===== src/hdl/lsb_pkg.sv =====
package lsb_pkg;

  localparam logic [2:0] CMD_SCHEDULE = 3'd0;
  localparam logic [2:0] CMD_SET_TICKETS = 3'd1;
  localparam logic [2:0] CMD_SET_STATUS = 3'd2;
  localparam logic [2:0] CMD_WAKE = 3'd3;

  localparam logic [1:0] ST_SLEEPING = 2'd1;
  localparam logic [1:0] ST_RUNNABLE = 2'd2;
  localparam logic [1:0] ST_RUNNING = 2'd3;

  localparam logic [1:0] RES_DONE = 2'd0;
  localparam logic [1:0] RES_NONE = 2'd1;
  localparam logic [1:0] RES_REJECT = 2'd2;

  localparam logic [30:0] LCG_MUL = 31'd1103515245;
  localparam logic [30:0] LCG_INC = 31'd12345;

  typedef struct packed {
    logic [2:0]  command;
    logic [5:0]  entry;
    logic [15:0] value;
  } in_item_t;

  typedef struct packed {
    logic [1:0]  result_code;
    logic [5:0]  winner;
    logic [15:0] entry_tickets;
    logic [15:0] entry_boosts;
    logic [31:0] entry_runs;
    logic [1:0]  entry_status;
  } out_item_t;

  typedef struct packed {
    logic [1:0]  status;
    logic [15:0] tickets;
    logic [15:0] boosts;
    logic [31:0] runs;
  } entry_t;

endpackage


===== src/hdl/lsb_mem.sv =====
module lsb_mem #(
  parameter int Depth = 64,
  localparam int AW = $clog2(Depth)
) (
  input  logic            clk_i,
  input  logic            rst_ni,
  input  logic            re_i,
  input  logic [AW-1:0]   raddr_i,
  output lsb_pkg::entry_t rdata_o,
  input  logic            we_i,
  input  logic [AW-1:0]   waddr_i,
  input  lsb_pkg::entry_t wdata_i
);

  lsb_pkg::entry_t mem [Depth];
  lsb_pkg::entry_t data_q;
  logic [Depth-1:0] vld_q;
  logic rd_vld_q;

  always_ff @(posedge clk_i) begin
    if (we_i) begin
      mem[waddr_i] <= wdata_i;
    end
    if (re_i) begin
      data_q <= mem[raddr_i];
    end
  end

  always_ff @(posedge clk_i or negedge rst_ni) begin
    if (!rst_ni) begin
      vld_q <= '0;
      rd_vld_q <= 1'b0;
    end else begin
      if (we_i) begin
        vld_q[waddr_i] <= 1'b1;
      end
      if (re_i) begin
        rd_vld_q <= vld_q[raddr_i];
      end
    end
  end

  // entries never written read as reset value
  assign rdata_o = rd_vld_q ? data_q : '0;

endmodule


===== config.mk =====
export PLATFORM = sky130hd
export DESIGN_NAME = lsb_mem
export DESIGN_NICKNAME = d
export VERILOG_FILES = /design/src/hdl/lsb_pkg.sv /design/src/hdl/lsb_mem.sv
export SDC_FILE = /design/constraint.sdc
export NUM_CORES = 2
export LEC_CHECK = 0
export BUFFER_PORTS_ARGS = -buffer_cell sky130_fd_sc_hd__clkbuf_2
export CAP_MARGIN = 5
export CORE_MARGIN = 2
export CORE_UTILIZATION = 60
export CTS_CLUSTER_DIAMETER = 100
export DETAILED_ROUTE_END_ITERATION = 12
export GPL_TIMING_DRIVEN = 1
export PLACE_DENSITY_LB_ADDON = 0.3
export SYNTH_ARGS = -nofsm -noshare
export SYNTH_HDL_FRONTEND = slang
export SYNTH_MEMORY_MAX_BITS = 65536
export SYNTH_SLANG_ARGS = --single-unit

===== constraint.sdc =====
create_clock -name clk_i -period 4.6 [get_ports clk_i]
set_input_delay 0.69 -clock clk_i [delete_from_list [all_inputs] [get_ports clk_i]]
set_output_delay 0.69 -clock clk_i [all_outputs]
set_load 0.02 [all_outputs]

=== Word level (Yosys, flattened, before mapping) ===
Memory sizes are Yosys's and may differ from the RTL's. A register that Yosys moved wholly into a read port is not among the register bits.
Index checks and enable logic that the tools add are counted.
W data, S select, Z words.

* Magnitude comparators: 3
* Mux-type cells: 7
* Bitwise operators: 1
* Reduce and logical (&&, ||, !) cells: 1

{| class="wikitable"
|+ Operators with widths
! operator !! count
|-
| $mux W66 || 1
|-
| $or A64 B64 Y64 || 1
|-
| $lt A6 B7 Y1 const B || 2
|-
| $bmux W1 S6 || 1
|-
| $demux W1 S6 || 1
|-
| $ge A6 B1 Y1 const B || 1
|-
| $mux W1 || 4
|-
| $logic_and A1 B1 Y1 || 1
|}

* Register bits after elaboration: 65
* Memory bits (writable): 4224
* Input port bits: 82
* Output and inout bits: 66
* Word-level logic and storage cells: 15
* Memories kept: 1

{| class="wikitable"
|+ Memory list
! name !! words !! width !! read ports !! clocked after memory_dff !! wr ports !! RTL line !! source
|-
| mem || 64 || 66 || 1 || 1 || 1 || lsb_mem.sv:15 || <nowiki>lsb_pkg::entry_t mem [Depth];</nowiki>
|}

=== Depth between registers and ports, before layout ===
* Word-level depth: 5
* Gate-level depth with buffers: 9
* Mapped depth without buffers: 5

=== Worst setup path after synthesis ===
Ideal clock, no wire load.

* Path kind: input to register
* Start point: input port waddr_i[3]
* End point: register vld_q[48]
* Setup time: 93 ps
* Arrival time: 6370 ps
* Data required time: 4507 ps
* Slack: -1863 ps
* Cell stages on the path: 5
* Cells stage by stage: clkbuf_1 > nand4b_1 > or2_2 > nor3_1 > or2_2

* Cells in the longest elaborated chain, start to end: 5

{| class="wikitable"
|+ Ends and longest elaborated chain
! item !! RTL line !! source
|-
| start, declared || lsb_mem.sv:11 || <nowiki>input logic [AW-1:0] waddr_i,</nowiki>
|-
| $lt A6 B7 Y1 (not written as such) or $ge A6 B1 Y1 (tied branches) || lsb_mem.sv:35 || <nowiki>vld_q[waddr_i] <= 1'b1;</nowiki>
|-
| $logic_and A1 B1 Y1 (not written as such) || lsb_mem.sv:35 ||
|-
| $mux W1 (not written as such) || lsb_mem.sv:35 ||
|-
| $demux W1 S6 * || lsb_mem.sv:35 ||
|-
| $or A64 B64 Y64 (no source line) * || -- ||
|-
| end signal, assigned || lsb_mem.sv:31 || <nowiki>vld_q <= '0;</nowiki>
|-
| end signal, assigned by index || lsb_mem.sv:35 ||
|-
| end, declared || lsb_mem.sv:17 || <nowiki>logic [Depth-1:0] vld_q;</nowiki>
|}

Mark *: on every way between the ends. The rest lies on a longest branch, timed or not.
A chain may end at the register's enable or synchronous reset.

==> impl_metrics.py <==
metrics = {
    "floorplan": {
        "fp.coreArea_mm2": 0.273,
        "fp.dieH_um": 528,
        "std_cell_rows": 192,
        "io_pins": 148,
        "die-area_mm2": 0.279,
        "start_util": 0.603,
        "die_w_um": 528,
    },
    "timing": {
        "fin_crit_ns": 3.77,
        "fmax_mhz": 265,
        "rsz0062_at_grt": "false",
        "slew_headroom": 0.146,
        "final_hold_viol_count": 0,
        "worstMarginPinSlew_ns": 1.28,
        "setup_viol": 0,
        "fin_skew_ns": 0.0626,
        "period_share": 0.820,
        "hold_slack_ns": 0.130,
        "final_max_slew_viol_count": 0,
    },
    "worst_hold_path": {
        "hold_start": "raddr_i[3]",
        "hold_end": "rd_vld_q$_DFFE_PN0P_",
        "hold_path_depth": 2,
        "hp-class": "in2reg",
    },
    "worst_setup_path": {
        "crit_path_start_kind": "flop",
        "reg2reg_from": "mem[63][55]$_DFFE_PP_",
        "worst-r2r-cell-count": 4,
        "reg2reg_slack_ns": 2.30,
        "cp_max_fo": 35,
        "r2r-end": "data_q[55]$_DFFE_PP_",
        "cp.arrival_ns": 3.08,
        "end_kind": "primary output",
        "worstSetupPathType": "reg2out",
        "required_ns": 3.91,
    },
    "pwr": {
        "p_per_area_mw_per_mm2": 443,
        "irDropWorstVdd_uv": 398,
        "p_leak_uw": 0.0585,
    },
    "layout": {
        "mostFrequentLayoutCell": "edfxtp_1",
        "layout_common_cells": "edfxtp_1 (4290), mux4_2 (1329), clkbuf_16 (426)",
        "regArea_mm2": 0.130,
        "finalNetCount": 7116,
        "syn_to_final_growth_pct": 13.1,
        "stdcell_area_mm2": 0.186,
        "nFillCells": 15500,
        "multiInputGateArea_mm2": 0.0333,
        "drive_gt1_frac": 0.340,
    },
    "yosys": {
        "ys_async_sr_fraction": 0.0149,
        "syn_area_mm2": 0.165,
        "synth_ff_type": "edfxtp_1",
        "synth_area_leaders": "edfxtp_1 (78%), mux4_2 (18%), dfrtp_1 (0.99%)",
        "yosysTopAreaCell": "edfxtp_1",
        "synth.distinct_cells": 29,
        "synth_warnings": 0,
        "avgSynthCellArea_um2": 25.4,
        "yosysSeqAreaShare": 0.792,
        "synth_edf_count": 4290,
        "ys_ff_latch": 4355,
        "synth_fp_nets": 6578,
        "netlist_instances": 6496,
        "netlist.area_leader.share": 0.782,
    },
    "detailed_routing": {
        "drt-initial-drc-count": 13800,
        "first_pass_iters": 6,
        "drt-total-wl_um": 467000,
        "ant_nets": 0,
        "vias": 80600,
        "wl_per_cell_um": 42.4,
        "viasPerCell": 7.33,
        "drc": 0,
    },
    "clock_tree": {
        "cts_htree_levels": 5,
        "cts.sinks": 4355,
        "clkTransAtPathRegs_ns": 0.07,
        "cts_made_buffers": 424,
        "cts_tree": "yes",
        "cts_max_path_buffers": 4,
        "insertion_delay_ns": 0.99,
        "cts-root-buf": "clkbuf_16",
        "cts_resized": 0,
    },
    "grt": {
        "grt_pass1_vias": 81700,
        "grt_usage": 0.339,
        "grt_start_max_net_pins": 85,
        "grt_remaining_overflow": 0,
        "grt_pass1_wl_um": 648000,
        "antenna_found_initial": 38,
    },
    "place": {
        "gp_congestion": 0.791,
        "io_buffers": 147,
        "dpl.hpwl_um": 216000,
        "placed_area_mm2": 0.173,
    },
    "outcome": {
        "status": "complete, no violations",
    },
    "run": {
        "drv_cap": 0,
    },
}
[flip-flops by register name, summed over array words and instances (netlist names)]
name / cells
mem: 4224
data_q: 66
rd_vld_q: 1
vld_q: 64
[synth_stat cells (all sizes together) (10+ instances only)]
master / number
or2: 65
nand3: 10
a22oi: 136
nor2: 68
clkbuf: 192
buf: 150
dfrtp: 65
mux4: 1329
edfxtp: 4290
and2: 67
nand2: 76
mux2i: 20
[cell families (layout without fill, tap and decap cells)]
kind of cell           count (synthesis)  count (layout)  share of synthesized area
flip-flops                          4355            4355                      0.792
multiplexers                        1349            1349                      0.183
buffers and inverters                345            1242                    0.00958
AND/OR/NAND/NOR                      304             304                    0.00931
AO/OA/AOI/OAI                        143             143                    0.00652
other                                  0              17                          0
[metrics by stage]
step	worst slack, ns	utilization	total power [µW]	setup TNS, ns	std cells
final	0.828	0.682	82600	0	11000
after global placement	1.00	0.632	48900	0	10200
after detailed placement	0.997	0.632	49000	0	10200
after global routing	0.766	0.682	84500	0	11000
after CTS	0.804	0.681	82800	0	11000
after floorplan	-0.192	-	47300	-202.76	6496
[area by class of cell]
| class | instances | share of cell area |
|---|---|---|
| Clock inverter | 279 | 0.0141 |
| Multi-Input combinational cell | 1796 | 0.178 |
| Tap cell | 3589 | 0.0241 |
| Antenna cell | 17 | 0.000228 |
| Sequential cell | 4355 | 0.700 |
| Timing Repair Buffer | 454 | 0.0240 |
| Inverter | 3 | 0.0000604 |
| Clock buffer | 506 | 0.0590 |
[power by group]
part | leakage (µW) | total (µW) | switching [µW] | internal, µW
clock network | 0.00667 | 34400 | 15100 | 19200
registers | 0.0395 | 44300 | 212 | 44100
logic | 0.0124 | 4000 | 2300 | 1700
total | 0.0585 | 82600 | 17700 | 65000
[routing by layer]
| layer | track usage | up-vias | share of wire |
|---|---|---|---|
| met5 | 0 | - | 0.00035 |
| li1 | - | 29400 | - |
| met1 | 0.456 | 42600 | 0.32 |
| met2 | 0.533 | 7196 | 0.48 |
| met3 | 0.0844 | 1326 | 0.14 |
| met4 | 0.157 | 26 | 0.054 |
[worst max path at each step]
stage / start / endpoint / slack (ns) / cells past startpoint
floorplan: waddr_i[3] / mem[10][0]$_DFFE_PP_ / -0.19 / 4
global placement: raddr_i[0] / data_q[27]$_DFFE_PP_ / 1.00 / 7
detailed placement: raddr_i[0] / data_q[53]$_DFFE_PP_ / 1.0 / 6
CTS: rd_vld_q$_DFFE_PN0P_ / rdata_o[26] / 0.80 / 3
global route: rd_vld_q$_DFFE_PN0P_ / rdata_o[26] / 0.77 / 3
finish: rd_vld_q$_DFFE_PN0P_ / rdata_o[26] / 0.83 / 3
[worst max-delay path, stage by stage (launching register included)]
cell and delay (ns):
dfrtp_4 1.03, buf_4 0.42, and2_1 0.40, clkbuf_2 0.24
[repair_timing]
action,in CTS,in global routing
endpoints found under the hold margin,28,0
setup buffers,0,0
hold buffers,1,0
Power figures use the tool's default switching activity.
