**src/hdl/lsb_mod.sv**
```systemverilog
module lsb_mod #(
  parameter int DvdW = 31,
  parameter int DivW = 23
) (
  input  logic            clk_i,
  input  logic            rst_ni,
  input  logic            start_i,
  input  logic [DvdW-1:0] dividend_i,
  input  logic [DivW-1:0] divisor_i,
  output logic            done_o,
  output logic [DivW-1:0] rem_o
);

  localparam int CW = $clog2(DvdW + 1);

  logic            busy_q, done_q;
  logic [CW-1:0]   cnt_q;
  logic [DvdW-1:0] dvd_q;
  logic [DivW-1:0] div_q, rem_q;
  logic [DivW:0]   trial, diff;
  logic            ge;

  assign trial = {rem_q, dvd_q[DvdW-1]};
  assign ge = trial >= {1'b0, div_q};
  assign diff = trial - {1'b0, div_q};

  always_ff @(posedge clk_i or negedge rst_ni) begin
    if (!rst_ni) begin
      busy_q <= 1'b0;
      done_q <= 1'b0;
      cnt_q <= '0;
    end else begin
      done_q <= 1'b0;
      if (start_i) begin
        busy_q <= 1'b1;
        cnt_q <= CW'(DvdW);
      end else if (busy_q) begin
        cnt_q <= cnt_q - CW'(1);
        if (cnt_q == CW'(1)) begin
          busy_q <= 1'b0;
          done_q <= 1'b1;
        end
      end
    end
  end

  always_ff @(posedge clk_i) begin
    if (start_i) begin
      dvd_q <= dividend_i;
      div_q <= divisor_i;
      rem_q <= '0;
    end else if (busy_q) begin
      dvd_q <= dvd_q << 1;
      rem_q <= ge ? diff[DivW-1:0] : trial[DivW-1:0];
    end
  end

  assign done_o = done_q;
  assign rem_o = rem_q;

endmodule

```
**config.mk**
```make
export PLATFORM = sky130hd
export DESIGN_NAME = lsb_mod
export DESIGN_NICKNAME = d
export VERILOG_FILES = /design/src/hdl/lsb_mod.sv
export SDC_FILE = /design/constraint.sdc
export NUM_CORES = 1
export LEC_CHECK = 0
export BUFFER_PORTS_ARGS = -buffer_cell sky130_fd_sc_hd__buf_4
export CAP_MARGIN = 20
export CORE_ASPECT_RATIO = 1.25
export CORE_MARGIN = 3
export CORE_UTILIZATION = 50
export DETAILED_ROUTE_END_ITERATION = 16
export PLACE_DENSITY = 0.73
export SYNTH_ARGS = -nofsm -noshare
export SYNTH_HDL_FRONTEND = slang
export SYNTH_SLANG_ARGS = --single-unit
```
**constraint.sdc**
```tcl
create_clock -name clk_i -period 7.17 [get_ports clk_i]
set_clock_uncertainty 0.15 [all_clocks]
set_input_delay 0.3585 -clock clk_i [delete_from_list [all_inputs] [get_ports clk_i]]
set_output_delay 0.3585 -clock clk_i [all_outputs]
set_load 0.1 [all_outputs]
```
Yosys cells after proc, flatten, opt, wreduce, memory -nomap -nowiden

Cells that the tools add are included.

Magnitude comparators: 1
Eq/ne operators: 1
$add $sub $neg: 2
Multiplexer cells: 11
Reductions and logical operators: 1

Operator list:

| cell                                              | number |
|---|---|
| two-way mux 31 bit                                | 2 |
| greater-or-equal comparator 24 x 23 -> 1 bit      | 1 |
| two-way mux 23 bit                                | 1 |
| subtractor 23 bit                                 | 1 |
| two-way mux 5 bit                                 | 2 |
| two-way mux 1 bit                                 | 6 |
| == test 5 x 1 -> 1 bit (second input constant)    | 1 |
| subtractor 5 x 1 -> 5 bit (second input constant) | 1 |
| nonzero test 2 bit                                | 1 |

Bits of input ports: 57
Register bits: 84
Word-level logic and storage cells: 22
Output and inout bits: 24

Logic depth before layout (Yosys ltp)

Gate-level depths: netlist of the first run.

Depth after elaboration: 4
Gate-level depth with buffers: 12
Depth with buffers taken out: 10

Worst setup path before layout of the first run

OpenSTA, ideal clock, no wires.

Path type: flip-flop to flip-flop
From: register rem_q[6] (netlist: rem_o[6])
To: register rem_q[10] (netlist: rem_o[10])
Buffers on the path: 3
Arrival: 3.282 ns
Data required time: 6.934 ns
Library setup time: 0.086 ns
Clock period less this slack: 3.517 ns
Path slack: 3.653 ns
Stages on the path, launching flop included: 11
Path through: dfxtp_1 > ha_1 > buf_6 > a21o_1 > o311ai_4 > a31oi_2 > or4_1 > buf_6 > buf_6 > mux2i_1 > a211oi_1

Word-level cells in the longest chain between the ends: 2
Elaborated cells on any way between the ends: 3
Those cells by class: add/sub (1); order compare (1); mux (1)

Ends and longest elaborated chain:

| what                                                                                     | line   | RTL |
|---|---|---|
| from (decl)                                                                              | 19     | `logic [DivW-1:0] div_q, rem_q;` |
| from (signal assigned)                                                                   | 54     | `rem_q <= ge ? diff[DivW-1:0] : trial[DivW-1:0];` |
| subtractor 23 bit / greater-or-equal comparator 24 x 23 -> 1 bit (equally long branches) | 25, 24 |  |
| two-way mux 23 bit (*)                                                                   | 54     |  |

Every way passes the cells marked *; elsewhere a longest branch is shown, timed or not.
A chain may end at the register's enable or synchronous reset.

Worst setup path after layout of the first run

From: register dvd_q[30]
To: register rem_q[6] (netlist: rem_o[6])

Word-level cells in the longest chain between the ends: 2
Elaborated cells on any way between the ends: 3
Those cells by class: add/sub (1); order compare (1); mux (1)

Ends and longest elaborated chain:

| what                                                                                     | line   | RTL |
|---|---|---|
| from (decl)                                                                              | 18     | `logic [DvdW-1:0] dvd_q;` |
| from (signal assigned)                                                                   | 49     | `dvd_q <= dividend_i;` |
| from (signal assigned)                                                                   | 53     | `dvd_q <= dvd_q << 1;` |
| subtractor 23 bit / greater-or-equal comparator 24 x 23 -> 1 bit (equally long branches) | 25, 24 |  |
| two-way mux 23 bit (*)                                                                   | 54     |  |

Marks and branches as above.

==> out/metrics.cfg, run 1 <==
[outcome]
status=finished clean

[clock_tree]
cts_tree=done
cts_buffers=9
clockBufferDepth=2
clock_sinks=84
h-tree-depth=3
cts.reportedPaths.clkPinSlew_ps=90
postCtsSetupBuffers=0
clockRootBuffer=clkbuf_8
clkLatencyLatePin_ps=370

[synthesis]
synth_cell_types=50
syn_nets=510
syn_inst=427
synth-edff-count=54
yosys_warnings=0
synth-seq-area-share_pct=48.4
syn_avg_cell_area_sq_um=10.9
synth_top_area_share_pct=34.8
async_reset_ff_share_pct=8.33
ys_seq_elements=84
synth_commonest_cells=edfxtp_1, nand2_1, inv_1, mux2_2, nor2_1
yosysTopAreaCell=edfxtp_1
syn_area_sq_um=4670
yosysMostFrequentCell=edfxtp_1
ys.flop_type=edfxtp_1
synth_area_leaders=edfxtp_1, dfxtp_1, mux2_2

[sta]
relSlewSlack_pct=32.9
finalCritPeriodShare_pct=48.2
finalHoldViolCount=0
period_needed_ps=3460
maxSlewViolCount=0
worst_pin_slew_ps=1010
tns_ps=0
finalSetupViolCount=0
fmax_mhz=289
rsz0062_at_grt=no

[worst_setup_path]
critPathKind=register to register
r2r_end=rem_o[6]$_SDFFE_PP0P_
r2r_slack_ps=3710
path_max_fanout=17
rr_startpoint=dvd_q[30]$_DFFE_PP_
r2r_cells=10
critPathLaunchType=register
end_kind=register
cp_data_arrival_time_ps=3580
critical_path_required_ps=7300

[global_route]
antenna_found_initial=0
grt_pass1_vias=3677
grt_max_degree=76
grt_pass1_wl_mm=17.6
overflow=0
grtUsageTotal_pct=21.2

[placement]
portBuffers=80
gp_congestion=0.906
hpwl_mm=7.60

[final_layout]
postLayoutCoreUtil_pct=65.0
seqCellArea_sq_um=2260
nNetsFinal=604
syn_to_final_growth_pct=23.8
antenna_cells=0
drive_above_1_share_pct=26.4
multi_input_area_sq_um=2200
fill_cells=746

[floorplanning]
initial_core_util_pct=52.5
io_pins=81
die_w_um=92.4
core_sq_um=8890
die_h_um=114
die_area_sq_um=10500
placementRows=38

[detailed_routing]
vias_per_cell=5.42
drcViolationCount=0
ant_nets=0
wl_mm=10.5
wire_per_inst_um=16.3
num_vias=3504
drt_pass1_iterations=4
drt-initial-drc-count=154

[pwr]
finalPower_mw=1.33
power_density_nw_per_um2=231
leakagePower_nw=2.38
peakVddDrop_mv=0.128

[worst_hold_path]
hp-start=divisor_i[7]
hold_depth=1
holdPathEnd=div_q[7]$_DFFE_PP_
hold_class=input pin to register

[job]
maxCapViolations=0

-- timing repair --
action | CTS | global route
gates resized for setup | 0 | 0
hold endpoints to repair | 20 | 3
hold buffers | 14 | 3
-- sequential cells by signal, indices dropped and copies added, names as in the netlist --
name / flops
done_o: 1
cnt_q: 5
div_q: 23
rem_o: 23
busy_q: 1
dvd_q: 31
-- critical path: stages (launching register included) --
cell and delay [ps]:
edfxtp_1 370, inv_1 60, ha_1 220, fa_1 400, nand2b_1 190, a211oi_2 300, o311ai_4 130, a31oi_2 270
or4_1 830, mux2i_1 180, a211oi_1 280
-- layer usage --
layer	up-vias	part of all wire, %	GRT usage [%]
li1	1761	-	-
met1	1620	42	24.6
met5	-	0	0
met2	107	50	36.7
met3	16	6.7	6.99
met4	0	1.7	7.43
-- layout by cell type (no fill, tap or decap), types with 7 or more instances in the layout --
cell type / count
dfxtp_1: 23
edfxtp_1: 54
dlygate4sd3_1: 17
a211oi_1: 14
nor3_1: 7
inv_1: 31
nand2_1: 32
dfrtp_1: 7
mux2_2: 30
o21ai_1: 8
nor2_1: 27
a21oi_1: 24
o21ai_0: 13
ha_1: 25
xor2_1: 14
nand2b_1: 12
buf_4: 84
clkbuf_8: 9
mux2i_1: 12
xnor2_1: 8
-- per-stage QoR --
step           area (sq um)  hold slack [ps]  setup slack (ps)  std cells
4_1_cts                5750            0.743              3720        643
2_1_floorplan          4670            -87.1              3650        427
3_5_place_dp           5350             29.8              3720        613
5_1_grt                5780             1.07              3500        646
3_3_place_gp           5350             25.0              3890        613
6_report               5780             18.2              3710        646
-- report_power, final --
part / switching, mW / internal, mW
Clock: 0.180 / 0.239
Sequential: 0.0232 / 0.559
Combinational: 0.208 / 0.125
Total: 0.411 / 0.923
-- layout make-up --
class / count / share of cell area, %
multi-input combinational: 294 / 38.0
inverter: 31 / 2.01
tap: 120 / 2.60
timing repair buffer: 101 / 13.9
sequential: 84 / 39.1
clock buffer: 12 / 3.08
clock inverter: 4 / 1.32
-- worst max-delay path by stage --
stage               slack [ps]  depth (start not counted)             startpoint                      to
global placement          3890                         10    dvd_q[30]$_DFFE_PP_   rem_o[8]$_SDFFE_PP0P_
floorplan                 3650                         10  rem_o[6]$_SDFFE_PP0P_  rem_o[10]$_SDFFE_PP0P_
global route              3500                         10    dvd_q[30]$_DFFE_PP_   rem_o[4]$_SDFFE_PP0P_
CTS                       3720                         10    dvd_q[30]$_DFFE_PP_   rem_o[7]$_SDFFE_PP0P_
finish                    3710                         10    dvd_q[30]$_DFFE_PP_   rem_o[6]$_SDFFE_PP0P_
detailed placement        3720                         10    dvd_q[30]$_DFFE_PP_   rem_o[7]$_SDFFE_PP0P_
-- kinds of logic after synthesis --
| kind of cell | after synthesis | share of synthesized area (%) |
|---|---|---|
| AO/OA/AOI/OAI | 100 | 14.8 |
| XOR/XNOR | 22 | 4.13 |
| adder cells (fa/ha/maj) | 26 | 7.13 |
| buffers and inverters | 49 | 4.53 |
| flip-flops | 84 | 48.4 |
| multiplexers | 42 | 9.81 |
| AND/OR/NAND/NOR | 104 | 11.2 |
(Power assumes the default switching activity.)
==> inputs of run 2 (changes only) <==
--- a/config.mk
+++ b/config.mk
@@ -11,7 +11,7 @@
 export CORE_MARGIN = 3
 export CORE_UTILIZATION = 50
 export DETAILED_ROUTE_END_ITERATION = 16
-export PLACE_DENSITY = 0.73
+export PLACE_DENSITY = 0.76
 export SYNTH_ARGS = -nofsm -noshare
 export SYNTH_HDL_FRONTEND = slang
 export SYNTH_SLANG_ARGS = --single-unit
==> constraint.sdc (replaced) <==
create_clock -name clk_i -period 2.8 [get_ports clk_i]
set_clock_uncertainty 0.15 [all_clocks]
set_input_delay 0.14 -clock clk_i [delete_from_list [all_inputs] [get_ports clk_i]]
set_output_delay 0.14 -clock clk_i [all_outputs]
set_load 0.1 [all_outputs]
==> run 2 against run 1 <==
- count of clock-buffer cells in the layout up 1
- critical path type unchanged
- the run now ends with setup timing left
- fmax up 23%
- setup slack worse by 3700 ps
- die area unchanged
- via count up 12%
- clock power up 95%
==> out/metrics.cfg, run 2 (synthesized netlist as in run 1, its figures left out) <==
[sta]
maxSlewViolCount=0
finalHoldViolCount=0
setup_slack_ps=-0.230
worst_pin_slew_ps=616
rsz0062_at_grt=yes
period_needed_ps=2800
fmax_mhz=357
finalCritPeriodShare_pct=100
relSlewSlack_pct=58.8
finalSetupViolCount=1

[worst_hold_path]
hold_class=input pin to register

[global_route]
grt_max_degree=42
overflow=0
grtUsageTotal_pct=23.4
grt_pass1_wl_mm=19.4
grt_pass1_vias=4092
antenna_found_initial=0

[detailed_routing]
wl_met2_mm=6.17
drt-initial-drc-count=202
ant_nets=0
vias_per_cell=5.46
wl_met1_mm=4.89
num_vias=3931
routed.top_layer=met4
wire_per_inst_um=16.7
drt_pass1_iterations=4
dr_wl_met3_um=586
drcViolationCount=0
wl_mm=12.0

[floorplanning]
core_sq_um=8890
initial_core_util_pct=52.5
die_h_um=114
die_w_um=92.4
die_area_sq_um=10500
io_pins=81
placementRows=38

[placement]
gp_congestion=0.958
portBuffers=80
numPlacedInstances=643
pre_cts_ws_ps=-89.8
hpwl_mm=8.05

[worst_setup_path]
cp_data_arrival_time_ps=2940
critPathKind=register to register
critPathLaunchType=register
end_kind=register
path_max_fanout=3
critical_path_required_ps=2940

[clock_tree]
h-tree-depth=3
cts.reportedPaths.clkPinSlew_ps=90
clock_sinks=84
clockRootBuffer=clkbuf_8
clkLatencyLatePin_ps=350
cts_buffers=9
cts_tree=done
clockBufferDepth=2

[final_layout]
fill_cells=639
largest_reg_flops=31
syn_to_final_growth_pct=40.4
nNetsFinal=678
postLayoutCoreUtil_pct=73.7
finalNonFillerCells=720
antenna_cells=0
max_flop_register=dvd_q
final_common_cell=buf_4
drive_above_1_share_pct=35.2
final_cell_mix=buf_4, dlygate4sd3_1, edfxtp_1, nand2_1, mux2_2

[outcome]
violations=setup timing
status=finished with violations

[pwr]
power_density_nw_per_um2=509
power_frac_comb_pct=30.7
p_sw_mw=1.09
peakVddDrop_mv=0.311
leakagePower_nw=2.72
p_sw_share_pct=32.7
pwr-share-clk_pct=24.5
p_seq_share_pct=44.8
p_int_mw=2.25

[job]
maxCapViolations=0

run 2: changes by cell type in the layout (fill, tap and decap cells not counted), moves of 3 or more:
cell           change
dfxtp_2            +9
dfxtp_1           -22
o31ai_2            +3
buf_4             +32
ha_1               -3
a211oi_1           -3
dlygate4sd3_1     +39
dfxtp_4           +13
ha_4               +3
o31ai_1            -3
run 2: stage by stage:
| stage | area, sq um | power, mW | setup TNS [ps] | hold WS (ps) |
|---|---|---|---|---|
| after CTS | 6450 | 3.31 | 0 | 118 |
| after global placement | 5680 | 2.41 | 0 | -192 |
| after detailed placement | 5680 | 2.43 | -387 | -189 |
| after floorplan | 4770 | 2.15 | -328 | -306 |
| after global routing | 6550 | 3.49 | -689 | 145 |
| final | 6550 | 3.34 | -0.230 | 125 |
run 2: layout make-up:
type	count	area, sq um	area share, %
flip-flops and latches	84	2320	35.4
multi-input cells	294	2310	35.2
repair buffers	175	1480	22.6
clock buffers	13	159	2.43
well taps	120	150	2.29
inverters	31	116	1.78
clock inverters	3	22.5	0.344
run 2: repair_timing:
| action | in CTS | in global routing |
|---|---|---|
| hold buffers | 56 | 0 |
| setup buffers | 1 | 3 |
| hold endpoints to repair | 61 | 0 |
| gates resized for setup | 7 | 17 |
| endpoints found under the setup margin | 19 | 19 |
| pin swaps | 4 | 6 |
| gates cloned | 0 | 1 |
run 2: worst paths after layout:
kind                                         from                     end  slack (ps)  cells past startpoint
max                            div_q[0]$_DFFE_PP_  rem_o[20]$_SDFFE_PP0P_        -0.2                     10
min                                       start_i  rem_o[11]$_SDFFE_PP0P_         130                      2
max reg2reg                    div_q[0]$_DFFE_PP_  rem_o[20]$_SDFFE_PP0P_        -0.2                     10
min reg2reg                rem_o[15]$_SDFFE_PP0P_  rem_o[15]$_SDFFE_PP0P_         330                      2
max in group asynchronous                  rst_ni    cnt_q[0]$_DFFE_PN0P_        1670                      3
min in group asynchronous                  rst_ni    cnt_q[2]$_DFFE_PN0P_         580                      3
run 2: metal layers:
layer / track usage (%) / vias to the layer above
li1: - / 1904
met1: 28.0 / 1877
met2: 40.0 / 120
met3: 5.21 / 30
met4: 10.7 / 0
met5: 0 / -
run 2: power by group through the flow:
stage / clock network (mW) / logic (mW) / registers, mW
finish: 0.817 / 1.02 / 1.50
global route: 0.877 / 1.10 / 1.51
global placement: 0 / 0.893 / 1.52
detailed placement: 0 / 0.910 / 1.52
floorplan: 0 / 0.454 / 1.70
CTS: 0.833 / 0.989 / 1.49
run 2: worst max-delay path, stage by stage, from the launching register on:
cell and delay, ps:
edfxtp_1 420, ha_4 190, fa_2 340, nand2b_4 160, a211oi_4 270, o311ai_4 120, a31oi_2 300, buf_4 170
nor4_4 50, or4_1 500, nand2_1 70
==> inputs of run 3 (changes only) <==
--- a/config.mk
+++ b/config.mk
@@ -6,8 +6,6 @@
 export NUM_CORES = 1
 export LEC_CHECK = 0
 export BUFFER_PORTS_ARGS = -buffer_cell sky130_fd_sc_hd__buf_4
-export CAP_MARGIN = 20
-export CORE_ASPECT_RATIO = 1.25
 export CORE_MARGIN = 3
 export CORE_UTILIZATION = 50
 export DETAILED_ROUTE_END_ITERATION = 16
==> run 3 against run 2 <==
- the run still ends with setup timing left
- global-route usage grew 1.8 points
- hold slack better by 45 ps
- sequential share of layout area barely moved
- setup slack worse by 18 ps
- largest cell class is now multi-input combinational cells
==> out/metrics.cfg, run 3 (synthesized netlist as in run 1, its figures left out) <==
[detailed_routing]
ant_nets=0
wl_mm=12.6
vias_per_cell=5.65
drcViolationCount=0
num_vias=3977
drt_pass1_iterations=5
drt-initial-drc-count=189
wire_per_inst_um=18.0

[pwr]
peakVddDrop_mv=0.330
leakagePower_nw=2.71
power_density_nw_per_um2=525
finalPower_mw=3.44

[floorplanning]
die_area_sq_um=10500
core_sq_um=8890
die_w_um=103
io_pins=81
placementRows=34
initial_core_util_pct=52.5
die_h_um=103

[sta]
worst_pin_slew_ps=652
maxSlewViolCount=0
relSlewSlack_pct=56.4
finalSetupViolCount=5
finalCritPeriodShare_pct=101
finalHoldViolCount=0
period_needed_ps=2820
setup_slack_ps=-18.1
rsz0062_at_grt=yes
fmax_mhz=355
whs_ps=170

[global_route]
grt_max_degree=52
grt_pass1_vias=4054
antenna_found_initial=0
overflow=0
grtUsageTotal_pct=25.2
grt_pass1_wl_mm=20.6

[final_layout]
syn_to_final_growth_pct=40.6
seqCellArea_sq_um=2320
antenna_cells=0
multi_input_area_sq_um=2330
fill_cells=604
largest_reg_flops=31
finalInstanceArea_sq_um=6560
max_flop_register=dvd_q
nNetsFinal=674
drive_above_1_share_pct=35.4
final_common_cell=buf_4
final_cell_mix=buf_4, dlygate4sd3_1, edfxtp_1, mux2_2
postLayoutCoreUtil_pct=73.8

[clock_tree]
clock_sinks=84
clockBufferDepth=2
clockRootBuffer=clkbuf_8
cts.reportedPaths.clkPinSlew_ps=110
cts_buffers=9
cts_tree=done
clkLatencyLatePin_ps=360
h-tree-depth=3

[worst_setup_path]
cpMostUsedCell=buf_12
r2r_slack_ps=-20
crit_family=simple AND/OR/NAND/NOR gates
critPathLaunchType=register
critPathMaxStageDelay_ps=530
critical_path_required_ps=2900
critPathKind=register to register
path_max_fanout=8
path_cells=inv_2 > ha_4 > fa_2 > nand2b_4 > a211oi_4 > o311ai_4 > a31oi_4 > or4_4 > buf_12 > buf_12 > nor3_2 > nor4_2
critPathBufInv=3
slowest_stage=or4_4
cp_data_arrival_time_ps=2920
end_kind=register

[placement]
gp_congestion=0.936
dpl-instance-area_sq_um=5620
portBuffers=80
hpwl_mm=8.40
pre_cts_ws_ps=-98.7

[outcome]
violations=setup timing
status=finished with violations

[job]
maxCapViolations=0

[worst_hold_path]
hold_class=input pin to register

==> run 3: changes by cell type in the layout (fill, tap and decap cells not counted), sizes merged <==
cell      before  now
clkbuf        13    9
buf          119  115
inv           32   35
clkinvlp       1    0
clkinv         1    3
==> run 3: routing by layer <==
layer / share of wire, % / GRT usage [%] / routed length, um
met5: 0 / 0 / 0
met4: 1.2 / 6.46 / 154
met1: 41 / 31.6 / 5150
met2: 53 / 44.6 / 6650
met3: 5.5 / 4.74 / 693
==> run 3: final timing paths <==
| check | from | cells past startpoint | endpoint |
|---|---|---|---|
| min in group asynchronous | rst_ni | 3 | done_o$_DFF_PN0_ |
| hold / removal | start_i | 1 | div_q[1]$_DFFE_PP_ |
| setup / recovery | dvd_q[30]$_DFFE_PP_ | 12 | rem_o[5]$_SDFFE_PP0P_ |
| hold reg to reg | rem_o[16]$_SDFFE_PP0P_ | 2 | rem_o[16]$_SDFFE_PP0P_ |
| setup reg to reg | dvd_q[30]$_DFFE_PP_ | 12 | rem_o[5]$_SDFFE_PP0P_ |
| max in group asynchronous | rst_ni | 3 | cnt_q[1]$_DFFE_PN0P_ |
==> run 3: layout make-up <==
cell class / count / share of cell area, %
clock inverters: 7 / 1.16
inverters: 31 / 1.77
clock buffers: 9 / 1.89
flip-flops and latches: 84 / 35.3
multi-input cells: 294 / 35.6
well taps: 108 / 2.06
repair buffers: 171 / 22.2
==> run 3: what timing repair did <==
action / in CTS / in global routing
setup endpoints to repair: 19 / 23
setup buffers: 1 / 5
gates resized for setup: 8 / 15
pin swaps: 4 / 22
hold endpoints to repair: 61 / 0
hold buffers: 56 / 0
==> run 3: power breakdown <==
group / internal (mW) / switching, mW
combinational: 0.443 / 0.592
clock: 0.356 / 0.551
sequential: 1.43 / 0.0696
total: 2.23 / 1.21
==> run 3: through the flow <==
stage          cells  setup TNS (ps)
6_report         704           -48.4
5_1_grt          704           -2140
4_1_cts          699            -150
3_5_place_dp     626            -549
3_3_place_gp     626               0
2_1_floorplan    427            -328
